===== src/rtl/core/cdt_pkg.sv =====
// types, constants and encodings shared by the countdown timer / led pwm core
// no dependencies
`default_nettype none

package cdt_pkg;

	// pwm and timing constants
	localparam logic [15:0] FULL_PERIOD      = 16'd40000;
	localparam logic [15:0] DUTY_MARGIN      = 16'd300;
	localparam logic [15:0] BREATHE_TOP      = FULL_PERIOD - DUTY_MARGIN;
	localparam logic [15:0] ENTRY_DUTY       = 16'd100;
	localparam logic [15:0] DUTY_RESET       = 16'd20000;
	localparam logic [5:0]  ADC_GAIN         = 6'd38;
	localparam logic [12:0] FINISH_HOLD      = 13'd5;
	localparam logic [3:0]  CHANGE_LIMIT     = 4'd10;
	localparam logic [6:0]  MAX_TYPED        = 7'd99;
	localparam logic [6:0]  SECS_PER_MIN     = 7'd60;
	localparam logic [15:0] HELD_MAX         = 16'hFFFF;
	localparam logic [8:0]  DUTY_STEP_RESET  = 9'd200;
	localparam logic [7:0]  HOLD_LIMIT_RESET = 8'd3;

	// button gestures
	localparam logic [2:0] BTN_ENTRY = 3'b001;
	localparam logic [2:0] BTN_CLEAR = 3'b010;
	localparam logic [2:0] BTN_PAUSE = 3'b100;

	typedef enum logic [2:0] {
		MODE_WAIT   = 3'd0,
		MODE_ENTRY  = 3'd1,
		MODE_COUNT  = 3'd2,
		MODE_PAUSE  = 3'd3,
		MODE_FINISH = 3'd4
	} mode_t;

	typedef enum logic [1:0] {
		REQ_TICK   = 2'd0,
		REQ_BUTTON = 2'd1,
		REQ_WINDOW = 2'd2,
		REQ_PWM    = 2'd3
	} req_kind_t;

	typedef enum logic {
		REG_DUTY_STEP  = 1'b0,
		REG_HOLD_LIMIT = 1'b1
	} reg_idx_t;

	typedef struct packed {
		logic [1:0] req_type;
		logic [2:0] buttons;
		logic [6:0] entry_minutes;
		logic [6:0] entry_seconds;
		logic [9:0] adc_sample;
	} req_t;

	typedef struct packed {
		logic [2:0]  mode;
		logic [12:0] remaining_seconds;
		logic [15:0] duty_cycles;
		logic        led_on;
		logic [15:0] period_cycles;
	} rsp_t;

	typedef struct packed {
		logic [8:0] duty_step;
		logic [7:0] hold_limit;
	} cfg_t;

	typedef struct packed {
		mode_t       mode;
		logic [12:0] remaining;
		logic [15:0] duty;
		logic        duty_rising;
		logic        breathing_on;
		logic        high_half_next;
		logic        blink_lit;
		logic [2:0]  buttons_now;
		logic [2:0]  buttons_seen;
		logic [3:0]  changes;
		logic        holding;
		logic [15:0] held_seconds;
	} state_t;

endpackage

`default_nettype wire


===== src/rtl/core/cdt_apb_regs.sv =====
// apb register file: breathing duty step and hold limit
// depends on cdt_pkg
`default_nettype none

module cdt_apb_regs (
	input  wire logic         clk,
	input  wire logic         arst_n,
	input  wire logic         psel,
	input  wire logic         penable,
	input  wire logic         pwrite,
	input  wire logic [2:0]   paddr,
	input  wire logic [31:0]  pwdata,
	output logic [31:0]       prdata,
	output cdt_pkg::cfg_t     cfg
);

	logic [8:0] duty_step_q;
	logic [7:0] hold_limit_q;
	logic       wr_en;

	assign wr_en = psel && penable && pwrite;

	always_ff @(posedge clk or negedge arst_n) begin
		if (!arst_n) begin
			duty_step_q  <= cdt_pkg::DUTY_STEP_RESET;
			hold_limit_q <= cdt_pkg::HOLD_LIMIT_RESET;
		end else if (wr_en) begin
			case (cdt_pkg::reg_idx_t'(paddr[2]))
				cdt_pkg::REG_DUTY_STEP:  duty_step_q  <= pwdata[8:0];
				cdt_pkg::REG_HOLD_LIMIT: hold_limit_q <= pwdata[7:0];
				default: ;
			endcase
		end
	end

	always_comb begin
		case (cdt_pkg::reg_idx_t'(paddr[2]))
			cdt_pkg::REG_DUTY_STEP:  prdata = {23'd0, duty_step_q};
			cdt_pkg::REG_HOLD_LIMIT: prdata = {24'd0, hold_limit_q};
			default:                 prdata = '0;
		endcase
	end

	assign cfg.duty_step  = duty_step_q;
	assign cfg.hold_limit = hold_limit_q;

endmodule

`default_nettype wire


===== src/rtl/core/cdt_step.sv =====
// single-pass update: next timer/led state and the result for one item
// depends on cdt_pkg
`default_nettype none

module cdt_step (
	input  wire cdt_pkg::state_t  cur,
	input  wire cdt_pkg::req_t    req,
	input  wire cdt_pkg::cfg_t    cfg,
	output cdt_pkg::state_t       nxt,
	output cdt_pkg::rsp_t         rsp
);

	logic [16:0] lit_sum;
	logic [15:0] lit_duty;
	logic        br_rising;
	logic [16:0] br_up;
	logic [15:0] br_up_clamped;
	logic [15:0] br_down;
	logic [15:0] br_duty;
	logic [6:0]  mins_sat;
	logic [6:0]  secs_sat;
	logic [12:0] typed_total;
	logic [12:0] rem_inc;
	logic [15:0] period;
	logic        hold_reset;

	// converter-driven brightness, clamped to the period
	assign lit_sum  = {1'b0, cdt_pkg::ENTRY_DUTY}
		+ ({7'd0, req.adc_sample} * {11'd0, cdt_pkg::ADC_GAIN});
	assign lit_duty = (lit_sum > {1'b0, cdt_pkg::FULL_PERIOD}) ? cdt_pkg::FULL_PERIOD
		: lit_sum[15:0];

	// triangular breathing step
	always_comb begin
		if (cur.duty >= cdt_pkg::BREATHE_TOP)
			br_rising = 1'b0;
		else if (cur.duty <= cdt_pkg::DUTY_MARGIN)
			br_rising = 1'b1;
		else
			br_rising = cur.duty_rising;
	end

	assign br_up         = {1'b0, cur.duty} + {8'd0, cfg.duty_step};
	assign br_up_clamped = (br_up > {1'b0, cdt_pkg::FULL_PERIOD}) ? cdt_pkg::FULL_PERIOD
		: br_up[15:0];
	assign br_down       = (cur.duty > {7'd0, cfg.duty_step})
		? cur.duty - {7'd0, cfg.duty_step} : '0;
	assign br_duty       = br_rising ? br_up_clamped : br_down;

	// typed time, each field saturated
	assign mins_sat    = (req.entry_minutes > cdt_pkg::MAX_TYPED) ? cdt_pkg::MAX_TYPED
		: req.entry_minutes;
	assign secs_sat    = (req.entry_seconds > cdt_pkg::MAX_TYPED) ? cdt_pkg::MAX_TYPED
		: req.entry_seconds;
	assign typed_total = ({6'd0, mins_sat} * {6'd0, cdt_pkg::SECS_PER_MIN})
		+ {6'd0, secs_sat};

	assign rem_inc    = cur.remaining + 13'd1;
	assign hold_reset = cur.held_seconds >= {8'd0, cfg.hold_limit};
	assign period     = cur.high_half_next ? cur.duty : cdt_pkg::FULL_PERIOD - cur.duty;

	// next state
	always_comb begin
		nxt = cur;
		case (req.req_type)
			cdt_pkg::REQ_TICK: begin
				case (cur.mode)
					cdt_pkg::MODE_WAIT: nxt.breathing_on = 1'b1;
					cdt_pkg::MODE_ENTRY: begin
						nxt.breathing_on = 1'b0;
						nxt.duty         = cdt_pkg::ENTRY_DUTY;
					end
					cdt_pkg::MODE_COUNT: begin
						nxt.blink_lit = !cur.blink_lit;
						nxt.duty      = !cur.blink_lit ? lit_duty : cdt_pkg::ENTRY_DUTY;
						if (cur.remaining <= 13'd1)
							nxt.mode = cdt_pkg::MODE_FINISH;
						else
							nxt.remaining = cur.remaining - 13'd1;
						if (cur.holding && cur.held_seconds < cdt_pkg::HELD_MAX)
							nxt.held_seconds = cur.held_seconds + 16'd1;
					end
					cdt_pkg::MODE_PAUSE: begin
						nxt.duty = cur.blink_lit ? lit_duty : cdt_pkg::ENTRY_DUTY;
					end
					cdt_pkg::MODE_FINISH: begin
						nxt.duty = lit_duty;
						if (rem_inc == cdt_pkg::FINISH_HOLD) begin
							nxt.mode      = cdt_pkg::MODE_WAIT;
							nxt.remaining = '0;
						end else begin
							nxt.remaining = rem_inc;
						end
					end
					default: ;
				endcase
			end
			cdt_pkg::REQ_BUTTON: begin
				// changes beyond the limit are dropped until the window ends
				if (cur.changes < cdt_pkg::CHANGE_LIMIT) begin
					nxt.changes      = cur.changes + 4'd1;
					nxt.buttons_seen = cur.buttons_seen | cur.buttons_now;
					nxt.buttons_now  = req.buttons;
				end
			end
			cdt_pkg::REQ_WINDOW: begin
				if (cur.buttons_now == 3'd0) begin
					case (cur.mode)
						cdt_pkg::MODE_WAIT: begin
							if (cur.buttons_seen == cdt_pkg::BTN_ENTRY)
								nxt.mode = cdt_pkg::MODE_ENTRY;
						end
						cdt_pkg::MODE_ENTRY: begin
							nxt.remaining = typed_total;
							if (cur.buttons_seen == cdt_pkg::BTN_PAUSE)
								nxt.mode = cdt_pkg::MODE_COUNT;
							else if (cur.buttons_seen == cdt_pkg::BTN_CLEAR)
								nxt.remaining = '0;
						end
						cdt_pkg::MODE_COUNT: begin
							if (cur.buttons_seen == cdt_pkg::BTN_PAUSE) begin
								if (hold_reset) begin
									nxt.held_seconds = '0;
									nxt.remaining    = '0;
									nxt.mode         = cdt_pkg::MODE_ENTRY;
								end else begin
									nxt.mode = cdt_pkg::MODE_PAUSE;
								end
							end
						end
						cdt_pkg::MODE_PAUSE: begin
							if (cur.buttons_seen == cdt_pkg::BTN_PAUSE)
								nxt.mode = cdt_pkg::MODE_COUNT;
						end
						default: ;
					endcase
				end
				// holding follows the mode left by this window
				nxt.holding      = (cur.buttons_now == cdt_pkg::BTN_PAUSE)
					&& (nxt.mode == cdt_pkg::MODE_COUNT);
				nxt.buttons_seen = '0;
				nxt.changes      = '0;
			end
			cdt_pkg::REQ_PWM: begin
				nxt.high_half_next = !cur.high_half_next;
				if (cur.breathing_on) begin
					nxt.duty_rising = br_rising;
					nxt.duty        = br_duty;
				end
			end
			default: ;
		endcase
	end

	// result fields
	always_comb begin
		rsp.mode              = nxt.mode;
		rsp.remaining_seconds = nxt.remaining;
		rsp.duty_cycles       = nxt.duty;
		rsp.led_on            = !nxt.high_half_next;
		rsp.period_cycles     = (req.req_type == cdt_pkg::REQ_PWM) ? period : '0;
	end

endmodule

`default_nettype wire


===== src/rtl/core/countdown_timer_with_led_pwm_core.sv =====
// channel   | direction | handshake            | payload
// req       | in        | req_valid/req_stall  | cdt_pkg::req_t
// rsp       | out       | rsp_valid/rsp_stall  | cdt_pkg::rsp_t
// apb       | in/out    | psel/penable/pready  | duty_step, hold_limit
//
// one item per cycle while results are not stalled; an accepted item passes
// through the input register, the single-pass update and the result register,
// where its result waits until it is taken
// reset puts the timer in wait mode, duty at mid period, breathing on
// a stalled result holds its register; the input register keeps taking items
// while the result register is free or being emptied
// depends on cdt_pkg, cdt_apb_regs, cdt_step
`default_nettype none

module countdown_timer_with_led_pwm_core (
	input  wire logic         clk,
	input  wire logic         arst_n,
	input  wire logic         psel,
	input  wire logic         penable,
	input  wire logic         pwrite,
	input  wire logic [2:0]   paddr,
	input  wire logic [31:0]  pwdata,
	output logic [31:0]       prdata,
	output logic              pready,
	input  wire logic         req_valid,
	output logic              req_stall,
	input  wire cdt_pkg::req_t req,
	output logic              rsp_valid,
	input  wire logic         rsp_stall,
	output cdt_pkg::rsp_t     rsp
);

	cdt_pkg::cfg_t   cfg;
	cdt_pkg::state_t state_q;
	cdt_pkg::state_t state_nxt;
	cdt_pkg::req_t   req_s1;
	cdt_pkg::rsp_t   rsp_nxt;
	cdt_pkg::rsp_t   rsp_s2;
	logic            valid_s1;
	logic            valid_s2;
	logic            advance;
	logic            accept;

	assign pready = 1'b1;

	cdt_apb_regs u_regs (
		.clk     (clk),
		.arst_n  (arst_n),
		.psel    (psel),
		.penable (penable),
		.pwrite  (pwrite),
		.paddr   (paddr),
		.pwdata  (pwdata),
		.prdata  (prdata),
		.cfg     (cfg)
	);

	cdt_step u_step (
		.cur (state_q),
		.req (req_s1),
		.cfg (cfg),
		.nxt (state_nxt),
		.rsp (rsp_nxt)
	);

	assign advance   = valid_s1 && (!valid_s2 || !rsp_stall);
	assign req_stall = valid_s1 && !advance;
	assign accept    = req_valid && !req_stall;

	always_ff @(posedge clk or negedge arst_n) begin
		if (!arst_n) begin
			valid_s1 <= 1'b0;
			valid_s2 <= 1'b0;
		end else begin
			if (accept)
				valid_s1 <= 1'b1;
			else if (advance)
				valid_s1 <= 1'b0;
			if (advance)
				valid_s2 <= 1'b1;
			else if (!rsp_stall)
				valid_s2 <= 1'b0;
		end
	end

	always_ff @(posedge clk) begin
		if (accept)
			req_s1 <= req;
		if (advance)
			rsp_s2 <= rsp_nxt;
	end

	always_ff @(posedge clk or negedge arst_n) begin
		if (!arst_n) begin
			state_q.mode           <= cdt_pkg::MODE_WAIT;
			state_q.remaining      <= '0;
			state_q.duty           <= cdt_pkg::DUTY_RESET;
			state_q.duty_rising    <= 1'b1;
			state_q.breathing_on   <= 1'b1;
			state_q.high_half_next <= 1'b1;
			state_q.blink_lit      <= 1'b0;
			state_q.buttons_now    <= '0;
			state_q.buttons_seen   <= '0;
			state_q.changes        <= '0;
			state_q.holding        <= 1'b0;
			state_q.held_seconds   <= '0;
		end else if (advance) begin
			state_q <= state_nxt;
		end
	end

	assign rsp_valid = valid_s2;
	assign rsp       = rsp_s2;

	// duty never leaves the pwm period
	a_duty_bound: assert property (@(posedge clk) disable iff (!arst_n)
		state_q.duty <= cdt_pkg::FULL_PERIOD)
		else $error("duty beyond full period");

	// window change count stays within its limit
	a_change_bound: assert property (@(posedge clk) disable iff (!arst_n)
		state_q.changes <= cdt_pkg::CHANGE_LIMIT)
		else $error("change count beyond limit");

	// only pwm items report a period
	a_period_zero: assert property (@(posedge clk) disable iff (!arst_n)
		(advance && req_s1.req_type != cdt_pkg::REQ_PWM) |=> (rsp_s2.period_cycles == '0))
		else $error("non-pwm item reported a period");

	// a waiting result matches the state it left behind
	a_rsp_state: assert property (@(posedge clk) disable iff (!arst_n)
		valid_s2 |-> (rsp_s2.mode == state_q.mode
			&& rsp_s2.led_on == !state_q.high_half_next
			&& rsp_s2.duty_cycles == state_q.duty))
		else $error("result out of step with state");

endmodule

`default_nettype wire


===== config.mk =====
export PLATFORM = sky130hd
export DESIGN_NAME = countdown_timer_with_led_pwm_core
export DESIGN_NICKNAME = d
export VERILOG_FILES = /design/src/rtl/core/cdt_pkg.sv /design/src/rtl/core/cdt_apb_regs.sv /design/src/rtl/core/cdt_step.sv /design/src/rtl/core/countdown_timer_with_led_pwm_core.sv
export SDC_FILE = /design/constraint.sdc
export NUM_CORES = 1
export LEC_CHECK = 0
export BUFFER_PORTS_ARGS = -buffer_cell sky130_fd_sc_hd__buf_2
export CORE_MARGIN = 1.5
export CORE_UTILIZATION = 60
export CTS_BUF_LIST = sky130_fd_sc_hd__clkbuf_2 sky130_fd_sc_hd__clkbuf_4 sky130_fd_sc_hd__clkbuf_8
export DETAILED_ROUTE_END_ITERATION = 10
export MAX_ROUTING_LAYER = met4
export PLACE_DENSITY = 0.87
export SYNTH_ARGS = -nofsm -noshare
export SYNTH_HDL_FRONTEND = slang
export SYNTH_SLANG_ARGS = --single-unit

===== constraint.sdc =====
create_clock -name clk -period 6.2 [get_ports clk]
set_clock_uncertainty 0.05 [all_clocks]
set_input_delay 0.62 -clock clk [delete_from_list [all_inputs] [get_ports clk]]
set_output_delay 0.62 -clock clk [all_outputs]
set_load 0.01 [all_outputs]

[Word-level counts from Yosys, hierarchy flattened]
Index checks and enable logic that the tools add are counted.
Operators by class
  $add $sub $neg: 9
  multipliers: 2
  magnitude comparators: 11
  equal/unequal tests: 21
  muxes and demuxes: 47
  bitwise logic cells: 2
  reduce and logical (&&, ||, !) cells: 32
Operators by type and width (count)
  $mux W16: 16
  $pmux W16 S2: 4
  $mux W13: 5
  $pmux W16 S4: 1
  $pmux W32 S2: 1
  $gt A17 B16 Y1 const B: 2
  $pmux W13 S2: 1
  $mux W7: 3
  $add A16 B9 Y17: 1
  $add A7 B16 Y17 const A: 1
  $mux W17: 1
  $add A16 B1 Y16 const B: 1
  $ge A16 B16 Y1 const B: 1
  $ge A16 B8 Y1: 1
  $gt A16 B9 Y1: 1
  $le A16 B9 Y1 const B: 1
  $lt A16 B16 Y1 const B: 1
  $sub A16 B16 Y16 const A: 1
  $sub A16 B9 Y16: 1
  $mul A10 B5 Y15 const B: 1
  $reduce_and A3 Y1: 5
  $gt A7 B7 Y1 const B: 2
  $pmux W7 S2: 1
  $add A13 B1 Y13 const B: 1
  other kinds (30): 70
Word-level totals
  bits in registers: 160
  bits of input ports: 71
  output and inout bits: 84
  word-level logic and storage cells: 150

[Logic depth before layout (Yosys ltp)]
  depth after elaboration: 11
  gate-level depth with buffers: 20
  depth with buffers taken out: 20

[Hierarchy]
Synthesis repeated with hierarchy kept, for this count alone.
Second synthesis, totals
  cells, all modules: 1359
  area, all modules: 13305.3 sq um
Modules (own cells, without submodules)
  cdt_step: instances 1, cells an instance 1068, area an instance 7249.5 sq um, sequential area each 0.0 sq um
  countdown_timer_with_led_pwm_core: instances 1, cells an instance 221, area an instance 5102.4 sq um, sequential area each 3978.8 sq um
  cdt_apb_regs: instances 1, cells an instance 70, area an instance 953.4 sq um, sequential area each 431.7 sq um

[Worst setup path before layout]
OpenSTA, ideal clock, no wires.
  path type: register to register
  from: reg req_s1[2] (netlist bit)
  to: reg state_q[35] (netlist bit)
  library setup time: 0.080 ns
  data arrival time: 4.394 ns
  data required time: 6.070 ns
  path slack: 1.676 ns
  cell stages (with the launch flop): 16
  buffers on the path: 2
  path through: edfxtp_1 -> ha_1 -> fa_1 -> ha_1 -> buf_6 -> a21o_1 -> a311o_1 -> a211oi_1 -> xnor2_1 -> o31ai_1 -> or4b_1 -> and3_1 -> buf_6 -> o21a_2 -> or4_4 -> o211ai_2
On the way
  longest elaborated chain between the ends: 7
  elaborated cells on any way between the ends: 8
Ends and longest elaborated chain
  start, declared: line countdown_timer_with_led_pwm_core.sv:36  | cdt_pkg::req_t req_s1;
  start signal, assigned: line countdown_timer_with_led_pwm_core.sv:88  | req_s1 <= req;
  $mul A10 B5 Y15 (*): line cdt_step.sv:29  | + ({7'd0, req.adc_sample} * {11'd0, cdt_pkg::ADC_GAIN});
  $add A7 B16 Y17 (*): line cdt_step.sv:29
  $gt A17 B16 Y1: line cdt_step.sv:30  | assign lit_duty = (lit_sum > {1'b0, cdt_pkg::FULL_PERIOD}) ? cdt_pkg::FULL_PERIOD
  $mux W16 (*): line cdt_step.sv:30
  $mux W16 (on tied branches): line cdt_step.sv:84, cdt_step.sv:75
  $pmux W16 S4 (*): line cdt_step.sv:67  | case (cur.mode)
  $pmux W16 S2 (*): line cdt_step.sv:65  | case (req.req_type)
  end signal, assigned: line countdown_timer_with_led_pwm_core.sv:108  | state_q <= state_nxt;
  end, declared: line countdown_timer_with_led_pwm_core.sv:34  | cdt_pkg::state_t state_q;
Every way passes the cells marked *; elsewhere a longest branch is shown, timed or not.
A chain may end at the register's enable or synchronous reset.

==> metrics.md <==
| Metric | Value |
|---|---|
| Status | completed |
| Hold WS | 0.2519 ns |
| DR WL met2 | 14.57 mm |
| Peak VDD IR | 0.1933 mV |
| Final Worst Setup Slack | 1.188 ns |
| CTS root buf | clkbuf_8 |
| Final setup viols | 0 |
| M1 WL | 13.47 mm |
| Input/output buffers | 105 |
| Critical path endpoint category | register |
| Top cell type by total area after synthesis | edfxtp_1 |
| Hold_sp | req[18] |
| Utilization after layout | 65.88% |
| Critical-path cell list | ha_1 > fa_1 > ha_1 > a21o_1 > a311o_1 > a211oi_1 > xnor2_1 > o31ai_1 > or4b_1 > and3_1 > o21ai_1 > nand2_1 > o311ai_1 |
| Synth Register Bits | 160 |
| Post-Place Setup Slack | 1.265 ns |
| Period utilisation layout | 80.84% |
| Endpoints failing hold | 0 |
| Fin nets | 1607 |
| First-pass GRT wire length | 50.40 mm |
| Post-synthesis sequential area ratio | 35.35% |
| Final WL | 31.17 mm |
| Startpoint Class | register |
| Most frequent CP cell | ha_1 |
| WL/cell | 18.14 um |
| Synthesis Warnings | 0 |
| HP Class | in2reg |
| Async SR Flop Fraction | 51.25% |
| CP max-delay cell | or4b_1 |
| Fillcell total | 1631 |
| Hold Path Sink | req_s1[18]$_DFFE_PP_ |
| Mapped Avg Cell Area | 9.086 um2 |
| FP Rows | 52 |
| CTS max path bufs | 2 |
| Crit-path max cell delay | 0.50 ns |
| Highest Clock Rate | 199.5 MHz |
| Worst endpoint required time | 6.40 ns |
| Leak | 5.796 nW |
| Slew headroom | 26.60% |
| Worst-path clk slew | 0.10 ns |
| CTS Buf Count | 17 |
| Worst reg2reg endpoint | rsp[25]$_DFFE_PP_ |
| Hpwl dp | 22.96 mm |
| Initial antenna violation count | 0 |
| Congestion Overflow GR | 0 |
| Worst-Skew Late Latency | 0.49 ns |
| Number of max-cap violations | 0 |
| Chip Height | 147.2 um |
| Number of clock sinks | 160 |
| Cell family with the largest share of critical-path delay | compound AO/OA/AOI/OAI gates |
| Largest net degree at the start of global routing | 78 |
| Distinct cells, synth | 98 |
| DR iter-0 viols | 1055 |
| Slew Limit Fails | 0 |
| Core Footprint | 20300 um2 |
| Antenna viol nets, final | 0 |
| Resize count post-CTS | 0 |
| CP max FO | 8 |
| Total Routing Usage GR | 29.81% |
| Post-route setup TNS | 0 ns |
| Hold path depth | 1 |
| Ant. Diodes | 0 |
| Critical Path AT | 5.21 ns |
| Pwr dens | 390.8 nW/um2 |
| H-tree depth | 4 |
| Crit Path Category | reg2reg |
| IO Count | 155 |
| Vias in the first global route | 10070 |
| Gpl congestion | 0.9696 |
| Drt drc | 0 |
| Pre-Repair DR Iteration Count | 8 |
| RSZ-0062 raised after global routing | false |
| CP Buf/Inv Count | 0 |
| DR vias/cell | 6.288 |
| Worst-Margin Slew | 1.101 ns |
| R2R Path Start | req_s1[2]$_DFFE_PP_ |
| Largest cells by area after synthesis | edfxtp_1 19%, dfrtp_1 14%, ha_1 8.1% |
| Synth Instances | 1373 |
| Die width | 147.2 um |
| Via count | 10800 |
| EDFF count, synth | 78 |
| Cell Area, Synth | 12480 um2 |
| DR WL met3 | 2.293 mm |
| Prevailing post-synth register cell | edfxtp_1 |
| Minimum clock period | 5.012 ns |
| Post-synth top area share | 18.77% |
| Die area | 21670 um2 |
| Register-to-register setup slack | 1.19 ns |
| CTS tree | built |
| Highest routed layer | met4 |
| Share of layout cells above drive strength 1 | 14.99% |
| Initial Util | 61.46% |
| Area growth, synth to finish | 7.201% |
| Levels on crit path | 13 |
| Worst Reg-to-Reg Cells | 13 |
## synthesized netlist by cell type, types with 6 or more instances
master	count
buf_4	24
xor2_1	19
ha_1	81
dfrtp_1	69
fa_1	20
a31oi_1	17
or3_1	24
o211ai_1	11
o21ai_0	106
a221o_1	10
inv_1	85
mux2_2	30
nand2b_1	21
and2_1	23
or2_2	6
nor2_1	89
nor4_1	13
a21boi_0	12
dfstp_2	13
nor3_1	37
nor2b_1	18
xnor2_1	44
nand4_1	11
nand4b_1	6
a211oi_1	11
nand2_1	121
a22oi_1	7
edfxtp_1	78
a21o_1	20
o21a_1	9
a21oi_1	69
a22o_1	12
o22ai_1	7
and3_1	13
nand3_1	33
mux2i_1	8
o31ai_1	10
clkbuf_1	57
## how the worst max path moves through the flow
stage	start	endpoint	slack, ns
after CTS	req_s1[2]$_DFFE_PP_	rsp[25]$_DFFE_PP_	1.26
final	req_s1[2]$_DFFE_PP_	rsp[25]$_DFFE_PP_	1.19
after floorplan	req_s1[2]$_DFFE_PP_	state_q[35]$_DFFE_PN0P_	1.68
after global routing	req_s1[2]$_DFFE_PP_	rsp[25]$_DFFE_PP_	0.91
after global placement	req_s1[2]$_DFFE_PP_	rsp[25]$_DFFE_PP_	1.37
after detailed placement	req_s1[2]$_DFFE_PP_	rsp[21]$_DFFE_PP_	1.27
## cell type report
| type | instances | area, um2 | share of cell area, % |
|---|---|---|---|
| clock buffers | 19 | 255.2 | 1.909 |
| clock inverters | 13 | 118.9 | 0.8888 |
| inverters | 88 | 330.3 | 2.470 |
| multi-input cells | 1056 | 7338 | 54.87 |
| flip-flops and latches | 160 | 4410 | 32.98 |
| well taps | 270 | 337.8 | 2.526 |
| repair buffers | 112 | 583.1 | 4.360 |
## what timing repair did
action | 4_1_cts | 5_1_grt
buffers inserted | 0 | 0
hold buffers | 1 | 0
hold endpoints to repair | 3 | 0
## cells in the final DEF (no fill, tap or decap), types with 30 or more instances in the layout
master | Yosys | final
nand2_1 | 121 | 121
edfxtp_1 | 78 | 78
nor2_1 | 89 | 89
mux2_2 | 30 | 30
buf_2 | 1 | 104
dfrtp_1 | 69 | 69
ha_1 | 81 | 81
xnor2_1 | 44 | 44
inv_1 | 85 | 85
nand3_1 | 33 | 33
o21ai_0 | 106 | 105
a21oi_1 | 69 | 69
nor3_1 | 37 | 37
## metal layers
layer  track usage [%]  vias to the layer above
li1                  -                     5077
met1             39.14                     5153
met2             46.41                      497
met3             5.373                       75
met4             10.80                        0
met5                 -                        -
## registers in the layout (all words and copies together) (netlist names)
register / count
u_regs.hold_limit_q: 8
rsp_valid: 1
u_regs.duty_step_q: 9
state_q: 63
valid_s1: 1
rsp: 49
req_s1: 29
## worst register-to-register path, delay by kind of cell, from the launching register on
family                   cells  cell delay [ns]
adder cells (fa/ha/maj)      3             1.23
AND/OR/NAND/NOR              3             0.92
AO/OA/AOI/OAI                6             1.91
flip-flops                   1             0.44
XOR/XNOR                     1             0.23
## kinds of logic (layout without fill, tap and decap cells)
family / Yosys count / in the layout / share of synthesized area [%]
multiplexers: 38 / 38 / 3.350
AO/OA/AOI/OAI: 382 / 382 / 20.50
flip-flops: 160 / 160 / 35.35
XOR/XNOR: 63 / 63 / 4.423
other: 2 / 24 / 0.06020
buffers and inverters: 179 / 232 / 6.489
adder cells (fa/ha/maj): 101 / 101 / 11.33
AND/OR/NAND/NOR: 448 / 448 / 18.49
## stage by stage
| step | total power, mW | instance area (um2) | std cells |
|---|---|---|---|
| floorplan | 3.695 | 12560 | 1395 |
| global placement | 4.300 | 12990 | 1685 |
| detailed placement | 4.384 | 12990 | 1685 |
| CTS | 5.152 | 13370 | 1718 |
| global route | 5.548 | 13370 | 1718 |
| finish | 5.227 | 13370 | 1718 |
## where the power goes
| part | switching [mW] | internal [mW] |
|---|---|---|
| Clock | 0.445 | 0.308 |
| Sequential | 0.363 | 1.38 |
| Combinational | 1.66 | 1.07 |
| Total | 2.47 | 2.75 |
Note: power is estimated with default switching activity, not from simulation.
